### src/rtl/rcaf_pkg.sv
// Shared types and constants for the RGB colour adjustment filter.
// No dependencies; rcaf_div, rcaf_hsv and the top level import this package.
`default_nettype none

package rcaf_pkg;

  localparam int CHAN_W     = 8;
  localparam int CFG_IDX_W  = 1;
  localparam int CFG_DATA_W = 7;
  localparam int DIV_NW     = 24;   // numerator bits, one per divider stage
  localparam int HSV_STAGES = 7;
  localparam int SIDE_DEPTH = DIV_NW + HSV_STAGES;

  // Mode codes of the adjust_mode register
  localparam logic [2:0] MODE_PASS = 3'd0;
  localparam logic [2:0] MODE_DEC  = 3'd1;
  localparam logic [2:0] MODE_INC  = 3'd2;
  localparam logic [2:0] MODE_DESAT = 3'd3;
  localparam logic [2:0] MODE_GRAY = 3'd4;

  // Register indexes
  localparam logic [CFG_IDX_W-1:0] REG_MODE = 1'b0;
  localparam logic [CFG_IDX_W-1:0] REG_PCT  = 1'b1;

  localparam logic [6:0] PCT_RESET = 7'd50;
  localparam logic [6:0] PCT_MAX   = 7'd100;

  // 60 degrees in hue units (8 fractional bits)
  localparam logic [16:0] SPAN60 = 17'd15360;

  // Reciprocals for exact floor division by constants
  localparam logic [17:0] K_DIV100 = 18'd167773;   // >>24, x < 199728
  localparam logic [22:0] K_DIV25  = 23'd5368710;  // >>27, x < 6.1M
  localparam logic [20:0] K_DIV15  = 21'd1118482;  // >>24, x < 1.19M

  typedef enum logic [2:0] {
    SEL_RED   = 3'b001,
    SEL_GREEN = 3'b010,
    SEL_BLUE  = 3'b100
  } max_sel_t;

  typedef struct packed {
    logic [7:0] red;
    logic [7:0] green;
    logic [7:0] blue;
  } pix_t;

  // Hue/value information that travels alongside the dividers
  typedef struct packed {
    max_sel_t    sel;
    logic        dneg;
    logic        dzero;
    logic [16:0] v16;
    logic [6:0]  pct;
  } hsv_info_t;

  typedef struct packed {
    logic [2:0] mode;
    pix_t       pix;
    pix_t       simp;
    hsv_info_t  info;
  } side_t;

endpackage

`default_nettype wire

### src/rtl/rcaf_hsv.sv
// Desaturate back end: builds hue, scales saturation and converts HSV
// back to RGB over seven register stages. Depends on rcaf_pkg.
`default_nettype none

module rcaf_hsv import rcaf_pkg::*; (
  input  wire logic              clk,
  input  wire logic              en,
  input  wire logic [DIV_NW-1:0] s_quo,
  input  wire logic [DIV_NW-1:0] h_quo,
  input  wire hsv_info_t         info,
  output pix_t                   rgb
);

  // stage A: hue and S*(100-p)
  logic [16:0] h_r, va_r;
  logic [23:0] x100_r;
  logic [16:0] s16, hq, h_nxt;
  logic [6:0]  inv_pct;

  always_comb begin
    s16     = info.dzero ? 17'd0 : s_quo[16:0];
    hq      = {3'b0, h_quo[13:0]};
    inv_pct = 7'(PCT_MAX - info.pct);
    case (info.sel)
      SEL_RED:   h_nxt = info.dneg ? 17'(6 * SPAN60 - hq) : hq;
      SEL_GREEN: h_nxt = info.dneg ? 17'(2 * SPAN60 - hq) : 17'(2 * SPAN60 + hq);
      SEL_BLUE:  h_nxt = info.dneg ? 17'(4 * SPAN60 - hq) : 17'(4 * SPAN60 + hq);
      default:   h_nxt = '0;
    endcase
    if (info.dzero) h_nxt = '0;
  end

  always_ff @(posedge clk) begin
    if (en) begin
      h_r    <= h_nxt;
      va_r   <= info.v16;
      x100_r <= s16 * inv_pct;
    end
  end

  // stage B: S' = x100/100, sector and triangle term
  logic [16:0] s2_r, vb_r;
  logic [2:0]  secb_r;
  logic [14:0] trib_r;
  logic [44:0] s2_prod;
  logic [2:0]  sec_nxt;
  logic [16:0] t_val;

  always_comb begin
    s2_prod = x100_r[23:2] * K_DIV25;
    if      (h_r >= 17'(5 * SPAN60)) sec_nxt = 3'd5;
    else if (h_r >= 17'(4 * SPAN60)) sec_nxt = 3'd4;
    else if (h_r >= 17'(3 * SPAN60)) sec_nxt = 3'd3;
    else if (h_r >= 17'(2 * SPAN60)) sec_nxt = 3'd2;
    else if (h_r >= SPAN60)          sec_nxt = 3'd1;
    else                             sec_nxt = 3'd0;
    // h mod 120 degrees
    case (sec_nxt[2:1])
      2'd0:    t_val = h_r;
      2'd1:    t_val = 17'(h_r - 2 * SPAN60);
      default: t_val = 17'(h_r - 4 * SPAN60);
    endcase
  end

  always_ff @(posedge clk) begin
    if (en) begin
      s2_r   <= s2_prod[43:27];
      vb_r   <= va_r;
      secb_r <= sec_nxt;
      trib_r <= (t_val >= SPAN60) ? 15'(2 * SPAN60 - t_val) : t_val[14:0];
    end
  end

  // stage C: chroma
  logic [16:0] c_r, vc_r;
  logic [2:0]  secc_r;
  logic [14:0] tric_r;
  logic [33:0] c_prod;

  assign c_prod = vb_r * s2_r;

  always_ff @(posedge clk) begin
    if (en) begin
      c_r    <= c_prod[32:16];
      vc_r   <= vb_r;
      secc_r <= secb_r;
      tric_r <= trib_r;
    end
  end

  // stage D: C*tri/1024 and M
  logic [19:0] z_r;
  logic [16:0] cd_r, md_r;
  logic [2:0]  secd_r;
  logic [31:0] z_prod;

  assign z_prod = c_r * tric_r;

  always_ff @(posedge clk) begin
    if (en) begin
      z_r    <= z_prod[29:10];
      cd_r   <= c_r;
      md_r   <= 17'(vc_r - c_r);
      secd_r <= secc_r;
    end
  end

  // stage E: X = z/15
  logic [16:0] x_r, ce_r, me_r;
  logic [2:0]  sece_r;
  logic [40:0] x_prod;

  assign x_prod = z_r * K_DIV15;

  always_ff @(posedge clk) begin
    if (en) begin
      x_r    <= x_prod[40:24];
      ce_r   <= cd_r;
      me_r   <= md_r;
      sece_r <= secd_r;
    end
  end

  // stage F: six-sector rule plus M
  logic [16:0] qr_r, qg_r, qb_r;
  logic [16:0] rp, gp, bp;

  always_comb begin
    case (sece_r)
      3'd0:    begin rp = ce_r;  gp = x_r;   bp = '0;    end
      3'd1:    begin rp = x_r;   gp = ce_r;  bp = '0;    end
      3'd2:    begin rp = '0;    gp = ce_r;  bp = x_r;   end
      3'd3:    begin rp = '0;    gp = x_r;   bp = ce_r;  end
      3'd4:    begin rp = x_r;   gp = '0;    bp = ce_r;  end
      default: begin rp = ce_r;  gp = '0;    bp = x_r;   end
    endcase
  end

  always_ff @(posedge clk) begin
    if (en) begin
      qr_r <= 17'(rp + me_r);
      qg_r <= 17'(gp + me_r);
      qb_r <= 17'(bp + me_r);
    end
  end

  // stage G: Q16 to 8-bit channel, (q*255)>>16 clipped
  function automatic logic [7:0] to_chan(input logic [16:0] q);
    logic [24:0] p;
    begin
      p = {q, 8'b0} - {8'b0, q};
      to_chan = p[24] ? 8'hff : p[23:16];
    end
  endfunction

  always_ff @(posedge clk) begin
    if (en) begin
      rgb.red   <= to_chan(qr_r);
      rgb.green <= to_chan(qg_r);
      rgb.blue  <= to_chan(qb_r);
    end
  end

endmodule

`default_nettype wire

### config.mk
export PLATFORM = sky130hd
export DESIGN_NAME = rcaf_hsv
export DESIGN_NICKNAME = d
export VERILOG_FILES = /design/src/rtl/rcaf_pkg.sv /design/src/rtl/rcaf_hsv.sv
export SDC_FILE = /design/constraint.sdc
export NUM_CORES = 2
export LEC_CHECK = 0
export ABC_AREA = 1
export BUFFER_PORTS_ARGS = -buffer_cell sky130_fd_sc_hd__buf_4
export CAP_MARGIN = 20
export CORE_MARGIN = 4
export CORE_UTILIZATION = 40
export DETAILED_ROUTE_END_ITERATION = 16
export PLACE_DENSITY = 0.63
export SYNTH_ARGS = -nofsm -noshare
export SYNTH_HDL_FRONTEND = slang
export SYNTH_SLANG_ARGS = --single-unit
### constraint.sdc
create_clock -name clk -period 6.9 [get_ports clk]
set_clock_uncertainty 0.15 [all_clocks]
set_input_delay 0.69 -clock clk [delete_from_list [all_inputs] [get_ports clk]]
set_output_delay 0.69 -clock clk [all_outputs]
set_load 0.05 [all_outputs]
Word level (Yosys, flattened, before mapping):

Cells that the tools add are included.

* add/sub/neg operators: 16
* multipliers: 5
* magnitude comparators: 6
* equal/unequal tests: 8
* multiplexer cells: 15
* reduce and logical (&&, ||, !) cells: 8

Operators by type and width (number)
* one-hot mux 17 bit (2 select lines): 4
* subtractor 25 x 17 -> 25 bit: 3
* 2-to-1 mux 17 bit: 4
* adder 17 bit: 3
* one-hot mux 17 bit (3 select lines): 1
* multiplier 22 x 22 -> 43 bit, second input constant: 1
* multiplier 20 x 20 -> 40 bit, second input constant: 1
* >= comparator 17 x 14 -> 1 bit, second input constant: 2
* >= comparator 17 x 16 -> 1 bit, second input constant: 2
* multiplier 17 x 17 -> 33 bit: 1
* multiplier 17 x 15 -> 30 bit: 1
* multiplier 17 x 7 -> 24 bit: 1
* adder 16 x 14 -> 17 bit, first input constant: 1
* >= comparator 17 x 15 -> 1 bit, second input constant: 1
* >= comparator 17 bit, second input constant: 1
* subtractor 16 x 14 -> 17 bit, first input constant: 1
* subtractor 17 x 14 -> 17 bit, first input constant: 1
* subtractor 17 x 15 -> 17 bit, second input constant: 1
* subtractor 17 x 16 -> 17 bit, second input constant: 1
* subtractor 17 bit: 1
* adder 15 x 14 -> 16 bit, first input constant: 1
* subtractor 15 x 14 -> 16 bit, first input constant: 1
* 2-to-1 mux 15 bit: 1
* subtractor 15 bit, first input constant: 1
* 11 further kinds: 22

* register bits: 348
* input port bits: 79
* output and inout port bits: 24

Longest topological paths before layout:

* depth after elaboration: 10
* depth in mapped cells: 27

Worst setup path before layout:

No wires, ideal clock.

* path kind: input to register
* start point: input port info[0] (netlist name)
* end point: register x100_r[17], data pin
* data arrival time: 5.443 ns
* required time: 6.490 ns
* setup slack: 1.048 ns
* stages on the path: 25
* path buffers: 1
* cell sequence: inv_1 ha_1 or2_2 nand2_1 or2_2 nand2_1 or2_2 nand2_1 buf_2 nor2_1 fa_1 fa_1 fa_1 inv_1 fa_1 inv_1 ha_1 a21o_1 inv_1 o21ai_0 a21oi_1 o21ai_0 nand2_1 nand2_1 xor2_1

* word-level cells in the longest chain between the ends: 2

RTL lines
* start: declaration: RTL line rcaf_hsv.sv:10 `input wire hsv_info_t info,`
* subtractor 7 bit: RTL line rcaf_hsv.sv:23 `inv_pct = 7'(PCT_MAX - info.pct);`
* multiplier 17 x 7 -> 24 bit: RTL line rcaf_hsv.sv:37 `x100_r <= s16 * inv_pct;`
* end signal: assignment: RTL line rcaf_hsv.sv:37
* end: declaration: RTL line rcaf_hsv.sv:16 `logic [23:0] x100_r;`

No other way between the ends.
A chain may end at the register's enable or synchronous reset.

Worst setup path in the final report:

* start point: register vb_r[6]
* end point: register c_r[9], data pin

* word-level cells in the longest chain between the ends: 1

RTL lines
* start: declaration: RTL line rcaf_hsv.sv:42 `logic [16:0] s2_r, vb_r;`
* start signal: assignment: RTL line rcaf_hsv.sv:68 `vb_r <= va_r;`
* multiplier 17 x 17 -> 33 bit: RTL line rcaf_hsv.sv:80 `assign c_prod = vb_r * s2_r;`
* named net c_prod[25]: RTL line rcaf_hsv.sv:78 `logic [33:0] c_prod;`
* end signal: assignment: RTL line rcaf_hsv.sv:84 `c_r <= c_prod[32:16];`
* end: declaration: RTL line rcaf_hsv.sv:75 `logic [16:0] c_r, vc_r;`

The timed path passes the listed nets, and every way through them passes these cells.

==> impl_metrics.ini <==
[global_routing]
antenna_found_initial = 1
grt_usage = 0.1984
grt_busiest_layer = met2
use_met1 = 0.2784
grt_pass1_wl_um = 227000
grt_use_met2 = 0.3307
grt_pass1_vias = 43370
overflow = 0
grt_max_degree = 141
met3_usage = 0.02397

[worst_setup_path]
worstPathArrival_ns = 6.68
cp_top_family = adder cells
r2r_end = c_r[9]$_DFFE_PP_
critPathSlowestCell = edfxtp_1
critPathBufInv = 6
slowest_delay_ns = 0.88
worstSetupEndpointType = flip-flop
r2r_start = vb_r[6]$_DFFE_PP_
worstPathCellList = buf_4 -> nand2_1 -> inv_1 -> fa_1 -> inv_1 -> fa_1 -> fa_1 -> fa_1 -> inv_1 -> fa_1 -> inv_1 -> fa_1 -> inv_1 -> ha_1 -> nand2_1 -> o21ai_0 -> a21boi_0 -> o211ai_1 -> xor2_1
reg2reg_depth = 19
regToRegSetupSlack_ns = 0.49
crit_path_frequent_cell = fa_1
setup.worst_path.start = vb_r[6]$_DFFE_PP_
crit_required_ns = 7.17
worstPathMaxFanout = 12
crit_type = reg -> reg
worst_setup_path_start_kind = flip-flop

[route]
routedWlPerCell_um = 16.43
drt_iter0_drc = 2842
ant_nets = 0
vias = 41720
drc = 0
routed_via_density = 5.011
totalWireLength_um = 136800
first_pass_iters = 6

[synthesis]
synth_warnings = 0
netlist_area_mm2 = 0.05390
synth_adder_area_share = 0.4235
ys_ff_latch = 346
syn_inst = 6492
avgSynthCellArea_um2 = 8.302
synth_top_family_by_area = adder cells
synth_nets = 7974
muxShareOfSynthArea = 0
synth_xor_area_frac = 0.02779
synth-simple-area-share = 0.1643
ys_seq_area_frac = 0.1928
ys_types = 46
synth_compound_area_frac = 0.06670

[sta]
tightest_slew_ns = 1.111
finalMaxSlewViolations = 0
max_freq_mhz = 156.0
setup_tns_ns = 0
fin_crit_ns = 6.410
hold_viol = 0
maxSlewHeadroom = 0.2593
rsz0062_at_grt = false
holdWs_ns = 0.1049
setup_viol = 0
timing.final.crit_share = 0.9291

[floorplanning]
die_h_um = 375.1
rows = 134
core_mm2 = 0.1336
io_pins = 103
die_w_um = 375.1
die-area_mm2 = 0.1407
start_util = 0.4033

[final_layout]
multi_input_area_mm2 = 0.03677
largestRegisters = rgb x24, x100_r x22, z_r x20
ff_latch_area_mm2 = 0.01039
nNetsFinal = 8007
syn2layout_area_growth_pct = 7.663
final_cell_mix = inv_1, nand2_1, fa_1
largest-register = rgb
final.fill_count = 13260
layout.cells.non_filler = 8327
mostFrequentLayoutCell = inv_1
largest_reg_flops = 24
drive_gt1_frac = 0.03599

[clock_tree]
clockRootBuffer = clkbuf_16
clk_path_buf_depth = 3
ctsResizeCount = 0
h-tree-depth = 2
cts_buffers = 41
post_cts_buffers = 0
cts_tree = done
cts_hold_buf = 0
cts.sinks = 346
worstSkewPairLatency_ns = 0.60
clk_pin_slew_ns = 0.06

[status]
status = finished clean

[hold_path]
min-delay-start = info[21]
hold_end = va_r[14]$_DFFE_PP_
hold_class = in -> reg
min_path_cells = 1

[flow_run]
drv_cap = 0

[placed_design]
gp_congestion = 0.9502
hpwl_um = 115200
dp_cells = 8249
io_buffers = 85
## layout make-up
| cell class | count | share of cell area |
|---|---|---|
| clock inverters | 30 | 0.006555 |
| clock buffers | 46 | 0.01800 |
| multi-input cells | 4358 | 0.6337 |
| diodes | 1 | 0.00004313 |
| inverters | 1636 | 0.1058 |
| flip-flops and latches | 346 | 0.1791 |
| well taps | 1768 | 0.03812 |
| repair buffers | 142 | 0.01867 |
## cell families (layout without fill, tap and decap cells)
family | Yosys count | in the layout
AOI/OAI and AO/OA | 629 | 629
xor gates and xnor gates | 171 | 171
buffers and inverters | 1788 | 1854
DFF | 346 | 346
adders and majority gates | 1403 | 1403
other | 0 | 1
and+or+nand+nor | 2155 | 2155
## metrics by stage
step           setup slack, ns    util  cell area (um^2)
5_1_grt                 0.1051  0.4342             58020
6_report                0.4895  0.4342             58030
3_3_place_gp            0.3871  0.4235             56590
4_1_cts                 0.5439  0.4342             58020
2_1_floorplan            1.048       -             53900
3_5_place_dp            0.3961  0.4235             56590
## synth_stat cells, drive strengths merged
cell type	instances	area (um^2)
a31oi	28	175.2
o211ai	12	90.09
o21a	10	75.07
a211oi	5	37.54
nand3b	7	52.55
xnor2	42	367.9
nand2b	3	18.77
inv	1636	6141
o31ai	10	75.07
nor3	72	360.4
o221a	1	11.26
and3	5	31.28
a21oi	260	1301
nor4	25	156.4
a21o	35	262.8
nand3	219	1114
nor2	412	1582
nand2	1328	5015
edfxtp	346	10390
o21ai	156	780.8
ha	701	8771
o2111ai	2	17.52
buf	7	48.79
clkbuf	145	544.3
o21bai	32	240.2
fa	702	14050
o22ai	53	331.6
o221ai	2	17.52
xor2	129	1130
nand4	73	456.7
nor2b	1	6.260
a311oi	1	8.760
o211a	1	10.01
or2	10	62.56
a21boi	19	142.6
a221oi	2	17.52
## routing by layer
metal,part of all wire,vias to the layer above
met1,0.46,20290
li1,-,20190
met5,0,-
met2,0.47,1080
met4,0.020,0
met3,0.053,165
## worst max-delay path by stage
stage                      endpoint  slack, ns  depth (start not counted)
5_1_grt            c_r[4]$_DFFE_PP_       0.11                         19
6_report           c_r[9]$_DFFE_PP_       0.49                         19
3_3_place_gp   x100_r[17]$_DFFE_PP_       0.39                         26
2_1_floorplan  x100_r[17]$_DFFE_PP_       1.05                         25
4_1_cts           c_r[16]$_DFFE_PP_       0.54                         19
3_5_place_dp   x100_r[17]$_DFFE_PP_       0.40                         26
## worst register-to-register path: cells and delay by family (launching register included)
kind                     cells  cell delay, ns
AO/OA/AOI/OAI                3            0.92
XOR/XNOR                     1            0.27
flip-flops                   1            0.88
adder cells (fa/ha/maj)      7            3.14
buffers and inverters        6            0.65
AND/OR/NAND/NOR              2            0.21
Power is left out: the tool's default activity adds up to more than one toggle a clock period on the data nets, which glitch-free logic cannot reach.
