===== src/rtl/rcaf_pkg.sv =====
// Shared types and constants for the RGB colour adjustment filter.
// No dependencies; rcaf_div, rcaf_hsv and the top level import this package.
`default_nettype none

package rcaf_pkg;

  localparam int CHAN_W     = 8;
  localparam int CFG_IDX_W  = 1;
  localparam int CFG_DATA_W = 7;
  localparam int DIV_NW     = 24;   // numerator bits, one per divider stage
  localparam int HSV_STAGES = 7;
  localparam int SIDE_DEPTH = DIV_NW + HSV_STAGES;

  // Mode codes of the adjust_mode register
  localparam logic [2:0] MODE_PASS = 3'd0;
  localparam logic [2:0] MODE_DEC  = 3'd1;
  localparam logic [2:0] MODE_INC  = 3'd2;
  localparam logic [2:0] MODE_DESAT = 3'd3;
  localparam logic [2:0] MODE_GRAY = 3'd4;

  // Register indexes
  localparam logic [CFG_IDX_W-1:0] REG_MODE = 1'b0;
  localparam logic [CFG_IDX_W-1:0] REG_PCT  = 1'b1;

  localparam logic [6:0] PCT_RESET = 7'd50;
  localparam logic [6:0] PCT_MAX   = 7'd100;

  // 60 degrees in hue units (8 fractional bits)
  localparam logic [16:0] SPAN60 = 17'd15360;

  // Reciprocals for exact floor division by constants
  localparam logic [17:0] K_DIV100 = 18'd167773;   // >>24, x < 199728
  localparam logic [22:0] K_DIV25  = 23'd5368710;  // >>27, x < 6.1M
  localparam logic [20:0] K_DIV15  = 21'd1118482;  // >>24, x < 1.19M

  typedef enum logic [2:0] {
    SEL_RED   = 3'b001,
    SEL_GREEN = 3'b010,
    SEL_BLUE  = 3'b100
  } max_sel_t;

  typedef struct packed {
    logic [7:0] red;
    logic [7:0] green;
    logic [7:0] blue;
  } pix_t;

  // Hue/value information that travels alongside the dividers
  typedef struct packed {
    max_sel_t    sel;
    logic        dneg;
    logic        dzero;
    logic [16:0] v16;
    logic [6:0]  pct;
  } hsv_info_t;

  typedef struct packed {
    logic [2:0] mode;
    pix_t       pix;
    pix_t       simp;
    hsv_info_t  info;
  } side_t;

endpackage

`default_nettype wire


===== src/rtl/rcaf_div.sv =====
// Pipelined restoring divider, 24-bit numerator by 8-bit divisor,
// one quotient bit per stage. Depends on rcaf_pkg.
`default_nettype none

module rcaf_div import rcaf_pkg::*; (
  input  wire logic              clk,
  input  wire logic              en,
  input  wire logic [DIV_NW-1:0] num,
  input  wire logic [7:0]        den,
  output logic      [DIV_NW-1:0] quo
);

  logic [7:0]        rem_r [DIV_NW];
  logic [DIV_NW-1:0] num_r [DIV_NW];
  logic [DIV_NW-1:0] quo_r [DIV_NW];
  logic [7:0]        den_r [DIV_NW];

  for (genvar j = 0; j < DIV_NW; j++) begin : g_stage
    logic [7:0]        rem_in;
    logic [DIV_NW-1:0] num_in;
    logic [DIV_NW-1:0] quo_in;
    logic [7:0]        den_in;
    logic [8:0]        trial;
    logic              ge;

    if (j == 0) begin : g_first
      assign rem_in = '0;
      assign num_in = num;
      assign quo_in = '0;
      assign den_in = den;
    end else begin : g_next
      assign rem_in = rem_r[j-1];
      assign num_in = num_r[j-1];
      assign quo_in = quo_r[j-1];
      assign den_in = den_r[j-1];
    end

    // shift in next numerator bit, subtract when it fits
    assign trial = {rem_in, num_in[DIV_NW-1]};
    assign ge    = trial >= {1'b0, den_in};

    always_ff @(posedge clk) begin
      if (en) begin
        rem_r[j] <= ge ? 8'(trial - {1'b0, den_in}) : trial[7:0];
        num_r[j] <= {num_in[DIV_NW-2:0], 1'b0};
        quo_r[j] <= {quo_in[DIV_NW-2:0], ge};
        den_r[j] <= den_in;
      end
    end
  end

  assign quo = quo_r[DIV_NW-1];

endmodule

`default_nettype wire


===== config.mk =====
export PLATFORM = sky130hd
export DESIGN_NAME = rcaf_div
export DESIGN_NICKNAME = d
export VERILOG_FILES = /design/src/rtl/rcaf_pkg.sv /design/src/rtl/rcaf_div.sv
export SDC_FILE = /design/constraint.sdc
export NUM_CORES = 1
export LEC_CHECK = 0
export BUFFER_PORTS_ARGS = -buffer_cell sky130_fd_sc_hd__buf_4
export CAP_MARGIN = 20
export CORE_UTILIZATION = 50
export DETAILED_ROUTE_END_ITERATION = 7
export PLACE_DENSITY = 0.73
export SETUP_SLACK_MARGIN = 0.15
export SLEW_MARGIN = 10
export SYNTH_ARGS = -nofsm -noshare
export SYNTH_HDL_FRONTEND = slang
export SYNTH_SLANG_ARGS = --single-unit

===== constraint.sdc =====
create_clock -name clk -period 2.8 [get_ports clk]
set_input_delay 0.56 -clock clk [delete_from_list [all_inputs] [get_ports clk]]
set_output_delay 0.56 -clock clk [all_outputs]
set_load 0.02 [all_outputs]

Word level (Yosys, flattened, before mapping). Memory sizes are Yosys's and may differ from the RTL's. Index checks and enable logic that the tools add are counted.

Register bits: 0. Bits in writable memories: 1512. Output and inout bits: 24. Logic and storage cells: 78. Memories: 4.

Add/sub/neg operators: 24. Order comparisons: 24. Mux-type cells: 26.

Memories: quo_r (depth 24, width 24, rd ports 24, clocked after memory_dff 0, wr ports 24, line rcaf_div.sv:15) `logic [DIV_NW-1:0] quo_r [DIV_NW];`; num_r (depth 24, width 23, rd ports 23, clocked after memory_dff 0, wr ports 24, line rcaf_div.sv:14) `logic [DIV_NW-1:0] num_r [DIV_NW];`; den_r (depth 24, width 8, rd ports 23, clocked after memory_dff 0, wr ports 24, line rcaf_div.sv:16) `logic [7:0] den_r [DIV_NW];`; rem_r (depth 24, width 8, rd ports 23, clocked after memory_dff 0, wr ports 24, line rcaf_div.sv:13) `logic [7:0] rem_r [DIV_NW];`.

Operators with widths (number): 9-bit by 8-bit greater-or-equal comparator with 1-bit output (23); 8-bit 2-to-1 mux (24); 8-bit subtractor (23); 1-bit by 8-bit greater-or-equal comparator with 1-bit output (1); 1-bit by 8-bit subtractor with 8-bit output (1); 1-bit 2-to-1 mux (2).

Depth between registers and ports, before layout. Gate-level depths: netlist (run 1). An unclocked memory read counts as a cell.

Depth in word-level cells: 3. Gate-level depth with buffers: 8.

Worst setup path before layout (run 1). No wires, ideal clock.

Path type: flip-flop to flip-flop. Start: mem rem_r[8][2], in the netlist rem_r[2][2]. End: mem rem_r[9][2], in the netlist rem_r[2][10] (data pin). Library setup time: 260 ps. Arrival time: 1836 ps. Setup slack: 704 ps. Stages on the path, launching flop included: 7. Clock period less this slack: 2096 ps. Cells stage by stage: edfxtp_1 ha_1 a21o_1 a21oi_2 o21ai_2 a41oi_4 mux2_4.

RTL lines (line): start: declaration (rcaf_div.sv:13).

==> results of run 1 <==
==> power by group <==
| group | leakage [nW] | switching, mW | internal [mW] | total [mW] |
|---|---|---|---|---|
| clock | 1.57 | 5.17 | 7.69 | 12.9 |
| sequential | 9.20 | 0.944 | 18.4 | 19.4 |
| combinational | 5.87 | 6.11 | 4.88 | 11.0 |
==> Yosys cell counts, types with 11 or more instances <==
cell type  instances  area, um2
a211oi_1          21        158
a21boi_0          16        120
a21o_1            27        203
a21oi_1          104        521
a221oi_4          11        289
a31o_2            12        105
and2_1            23        144
and4_1            12        105
edfxtp_1         944      28300
fa_1              22        440
ha_1             186       2330
inv_1            237        890
inv_2             11       41.3
mux2_1            12        135
mux2_4            24        360
mux2i_1           25        250
nand2_1          127        477
nand2b_1          37        231
nand3_1           19       95.1
nand3b_1          11       82.6
nor2_1            66        248
nor2b_1           31        194
nor3_1            21        105
o21a_1            41        308
o21ai_0          116        581
o21ai_1           50        250
o22a_1            11       96.3
o31ai_1           24        180
or2_2             11       68.8
xnor2_1           31        272
xor2_1            35        307
==> stage by stage <==
stage	utilization	setup WS, ps
after floorplan	-	704
after global placement	0.532	462
after detailed placement	0.532	417
after CTS	0.574	378
after global routing	0.574	216
final	0.574	356
==> critical path: stages (launching register included) <==
cell      delay (ps)
edfxtp_1         420
ha_1             380
a21oi_1          200
o21ai_0          260
a221oi_4         640
inv_2             80
o22a_1           210
==> path summary, 6_finish.rpt <==
kind | slack [ps] | from | depth (start not counted) | end
worst max-delay path | 360 | rem_r[1][17] | 6 | rem_r[1][31]
worst min register to register | 400 | num_r[3][64] | 0 | num_r[3][88]
worst max register to register | 360 | rem_r[1][17] | 6 | rem_r[1][31]
worst min-delay path | 90 | num[7] | 1 | num_r[0][7]
==> logic make-up (layout without fill, tap and decap cells) <==
| logic type | Yosys count | in the layout | share of synthesized area |
|---|---|---|---|
| AO/OA/AOI/OAI | 500 | 500 | 0.0893 |
| XOR/XNOR | 66 | 66 | 0.0148 |
| adder cells (fa/ha/maj) | 208 | 208 | 0.0708 |
| buffers and inverters | 265 | 522 | 0.0276 |
| flip-flops | 944 | 944 | 0.726 |
| multiplexers | 66 | 66 | 0.0205 |
| AND/OR/NAND/NOR | 394 | 394 | 0.0514 |
==> routing by layer <==
layer / global-route usage / vias to the layer above / wire length [um] / share of wire
li1: - / 9584 / - / -
met1: 0.191 / 9828 / 25300 / 0.42
met2: 0.268 / 382 / 30400 / 0.51
met3: 0.0283 / 146 / 2290 / 0.038
met4: 0.0612 / 0 / 1990 / 0.033
met5: 0 / - / 0 / 0
==> flip-flops by register name (all words and copies together) (netlist names) <==
name and count:
den_r 184, rem_r 184, num_r 276, quo_r 300
==> final cells by class <==
class | instances | area share
clock buffer | 117 | 0.0592
sequential | 944 | 0.639
tap | 1040 | 0.0293
multi-input combinational | 1234 | 0.217
clock inverter | 61 | 0.0134
inverter | 248 | 0.0210
timing repair buffer | 96 | 0.0212
==> flow_summary.json, run 1 <==
{
  "synth_area_mm2": 0.0391,
  "rsz0062_at_grt": "false",
  "hold_viol": 0,
  "final_cell_mix": "edfxtp_1 (944), inv_1 (237), ha_1 (186)",
  "relSlewSlack": 0.513,
  "nets": 2864,
  "p_total_mw": 43.2,
  "slew_violations": 0,
  "cp.arrival_ps": 2820,
  "cts_buffer_depth": 3,
  "avgSynthCellArea_um2": 16.0,
  "endpoint_kind": "flip-flop",
  "dpl_cell_area_mm2": 0.0412,
  "worstHoldPathType": "input pin to flip-flop",
  "holdWs_ps": 93.9,
  "synthCells": 2443,
  "ctsResizeCount": 0,
  "core_mm2": 0.0773,
  "clk_latency_ps": 640,
  "wl_per_cell_um": 16.0,
  "design_area_mm2": 0.0444,
  "cts_tree": "built",
  "cts_made_buffers": 98,
  "power.density_mw_per_mm2": 974,
  "synth_edf_count": 944,
  "synth_ff_type": "edfxtp_1",
  "fillers": 5900,
  "power_leakage_nw": 16.6,
  "wl_um": 59900,
  "yosysSeqAreaShare": 0.726,
  "instances_no_fill": 3740,
  "multi_input_area_mm2": 0.00965,
  "cts_num_sinks": 944,
  "grt_pass1_vias": 20500,
  "start_util": 0.505,
  "grt_max_degree": 76,
  "fin_crit_ps": 2440,
  "crit_type": "flip-flop to flip-flop",
  "dr.pass1.iters": 7,
  "status": "completed",
  "numPortBuffers": 57,
  "synth_nets": 2685,
  "num_vias": 19900,
  "cts_root_buffer": "clkbuf_16",
  "first_iter_violations": 1104,
  "die_x_um": 282,
  "grt_pass1_wl_um": 99500,
  "worst_pin_slew_ps": 731,
  "yosys_warnings": 0,
  "postCtsSetupBuffers": 0,
  "synth.distinct_cells": 70,
  "antenna_left": 0,
  "htreeDepth": 3,
  "syn_to_final_growth_pct": 13.6,
  "drive_above_1_share": 0.128,
  "fin_crit_sh": 0.873,
  "antenna_found_initial": 0,
  "rows": 102,
  "route.detailed.drc": 0,
  "place_congestion": 0.884,
  "dp_cells": 3562,
  "mostFrequentLayoutCell": "edfxtp_1",
  "diodes": 0,
  "overflow": 0,
  "max_freq_ghz": 0.409,
  "ys_async_sr_fraction": 0,
  "die-area_mm2": 0.0793,
  "die_h_um": 282,
  "drv_cap": 0,
  "cts_hold_buf": 0,
  "cp-start-kind": "flip-flop",
  "seqCellArea_mm2": 0.0283,
  "skew_ps": 25.9,
  "yosys_register_bits": 944,
  "cp_max_fo": 16,
  "setup_tns_ps": 0,
  "grtUsageTotal": 0.155,
  "ir_drop_mv": 0.503,
  "cts.clk_slew.worst_paths_ps": 60,
  "setup-violations-final": 0,
  "via_per_inst": 5.33,
  "worstPathRequired_ps": 3180,
  "dp_hpwl_um": 40100,
  "io_pins": 58
}
(Power assumes the default switching activity.)
==> run 2, diff against run 1 <==
PLACE_DENSITY = unset   (was 0.73)
PLACE_DENSITY_LB_ADDON = 0.08   (was unset)
==> run 2 against run 1 <==
  * Largest power group unchanged
  * Hold slack lost 13 ps
  * Worst setup slack improved by 34 ps
  * Sequential power barely moved
==> flow_summary.json, run 2 (same netlist as run 1, synthesis figures left out) <==
{
  "dp_hpwl_um": 42100,
  "place_congestion": 0.833,
  "r2r_cells": 6,
  "min_from": "num[16]",
  "cts_hold_buf": 0,
  "worst_pin_slew_ps": 709,
  "diodes": 0,
  "instances_no_fill": 3746,
  "top_regs": "quo_r (300), num_r (276)",
  "crit_path_end": "rem_r[5][7]",
  "hold_viol": 0,
  "ctsResizeCount": 0,
  "overflow": 0,
  "io_pins": 58,
  "wl_met2_um": 30200,
  "seqCellArea_mm2": 0.0283,
  "utilization": 0.576,
  "core_mm2": 0.0773,
  "power.density_mw_per_mm2": 982,
  "netSwitchingFraction": 0.280,
  "antenna_found_initial": 0,
  "startpoint": "rem_r[4][29]",
  "route.detailed.drc": 0,
  "topRoutingLayerUsed": "met4",
  "regToRegEndpoint": "rem_r[5][7]",
  "cp_max_fo": 16,
  "cp.arrival_ps": 2810,
  "pwr-share-clk": 0.308,
  "die-area_mm2": 0.0793,
  "via_per_inst": 5.19,
  "cts_num_sinks": 944,
  "cts_made_buffers": 98,
  "cp-start-kind": "flip-flop",
  "antenna_left": 0,
  "cts_buffer_depth": 3,
  "met1Wirelength_um": 28300,
  "htreeDepth": 3,
  "mostFrequentLayoutCell": "edfxtp_1",
  "worstPathRequired_ps": 3200,
  "drv_cap": 0,
  "fillers": 6021,
  "wl_per_cell_um": 16.6,
  "dp_cells": 3565,
  "die_h_um": 282,
  "wl_um": 62200,
  "r2r_start": "rem_r[4][29]",
  "status": "completed",
  "p_total_mw": 43.8,
  "first_iter_violations": 1055,
  "rows": 102,
  "syn_to_final_growth_pct": 14.1,
  "netSwitchingPower_mw": 12.2,
  "drive_above_1_share": 0.129,
  "nets": 2867,
  "grtUsageTotal": 0.160,
  "ir_drop_mv": 0.569,
  "internal_power_mw": 31.6,
  "postCtsSetupBuffers": 0,
  "final_cell_mix": "edfxtp_1 (944), inv_1 (237), ha_1 (186)",
  "rsz0062_at_grt": "false",
  "cts_tree": "built",
  "numPortBuffers": 57,
  "hold_path_depth": 1,
  "start_util": 0.505,
  "grt_pass1_wl_um": 101000,
  "slew_violations": 0,
  "worstHoldPathType": "input pin to flip-flop",
  "clk_latency_ps": 650,
  "die_x_um": 282,
  "largest-register": "quo_r",
  "p_seq_frac": 0.443,
  "relSlewSlack": 0.527,
  "wl_met3_um": 1990,
  "combPwrFrac": 0.249,
  "fin_crit_ps": 2410,
  "setup-violations-final": 0,
  "max_freq_ghz": 0.415,
  "endpoint_kind": "flip-flop",
  "setup_tns_ps": 0,
  "cts_root_buffer": "clkbuf_16",
  "grt_max_degree": 94,
  "grt_pass1_vias": 19700,
  "largest_reg_flops": 300,
  "num_vias": 19400,
  "fin_crit_sh": 0.861,
  "skew_ps": 17.2,
  "cts.clk_slew.worst_paths_ps": 60,
  "crit_type": "flip-flop to flip-flop",
  "rrSetupSlack_ps": 390,
  "power_leakage_nw": 16.7,
  "dr.pass1.iters": 6,
  "multi_input_area_mm2": 0.00965
}
-- run 2: changes by cell type in the layout (fill, tap and decap cells not counted) --
cell        previous run  this run
clkinv_1              15        20
clkinvlp_4             8         4
clkbuf_1              14        13
bufinv_16             11        19
clkinv_2              23        18
clkbuf_16            103        99
clkinv_8               0         4
buf_4                 78        81
-- run 2: per-stage QoR --
step	hold WS (ps)	setup WS (ps)	cell area [um2]
2_1_floorplan	400	704	39100
3_3_place_gp	401	368	41200
3_5_place_dp	405	355	41200
4_1_cts	31.9	363	44600
5_1_grt	41.4	178	44600
6_report	80.9	390	44600
-- run 2: power groups by stage --
| stage | clock network [mW] | logic (mW) | registers, mW |
|---|---|---|---|
| after floorplan | 0 | 8.63 | 19.3 |
| after global placement | 0 | 10.6 | 19.7 |
| after detailed placement | 0 | 10.9 | 19.7 |
| after CTS | 13.9 | 11.0 | 19.5 |
| after global routing | 14.4 | 12.3 | 19.6 |
| final | 13.5 | 10.9 | 19.4 |
-- run 2: layer usage --
layer,track usage,vias up
met5,0,-
met4,0.0527,0
met3,0.0301,122
met2,0.268,261
met1,0.210,9464
li1,-,9595
-- run 2: how the worst min path moves through the flow --
stage                        end
floorplan           num_r[0][24]
global placement    num_r[1][39]
detailed placement  num_r[0][39]
CTS                 num_r[0][14]
global route        num_r[0][14]
finish              num_r[0][16]
-- run 2: critical path, stage by stage, from the launching register on --
cell,delay [ps]
edfxtp_1,390
ha_1,390
a21oi_1,230
o21ai_1,160
a221oi_4,680
inv_2,100
o22a_1,220
-- run 2: cell type report --
class	count	share of cell area
clock buffer	112	0.0567
clock inverter	69	0.0194
multi-input combinational	1234	0.216
timing repair buffer	99	0.0216
inverter	248	0.0209
sequential	944	0.636
tap	1040	0.0292
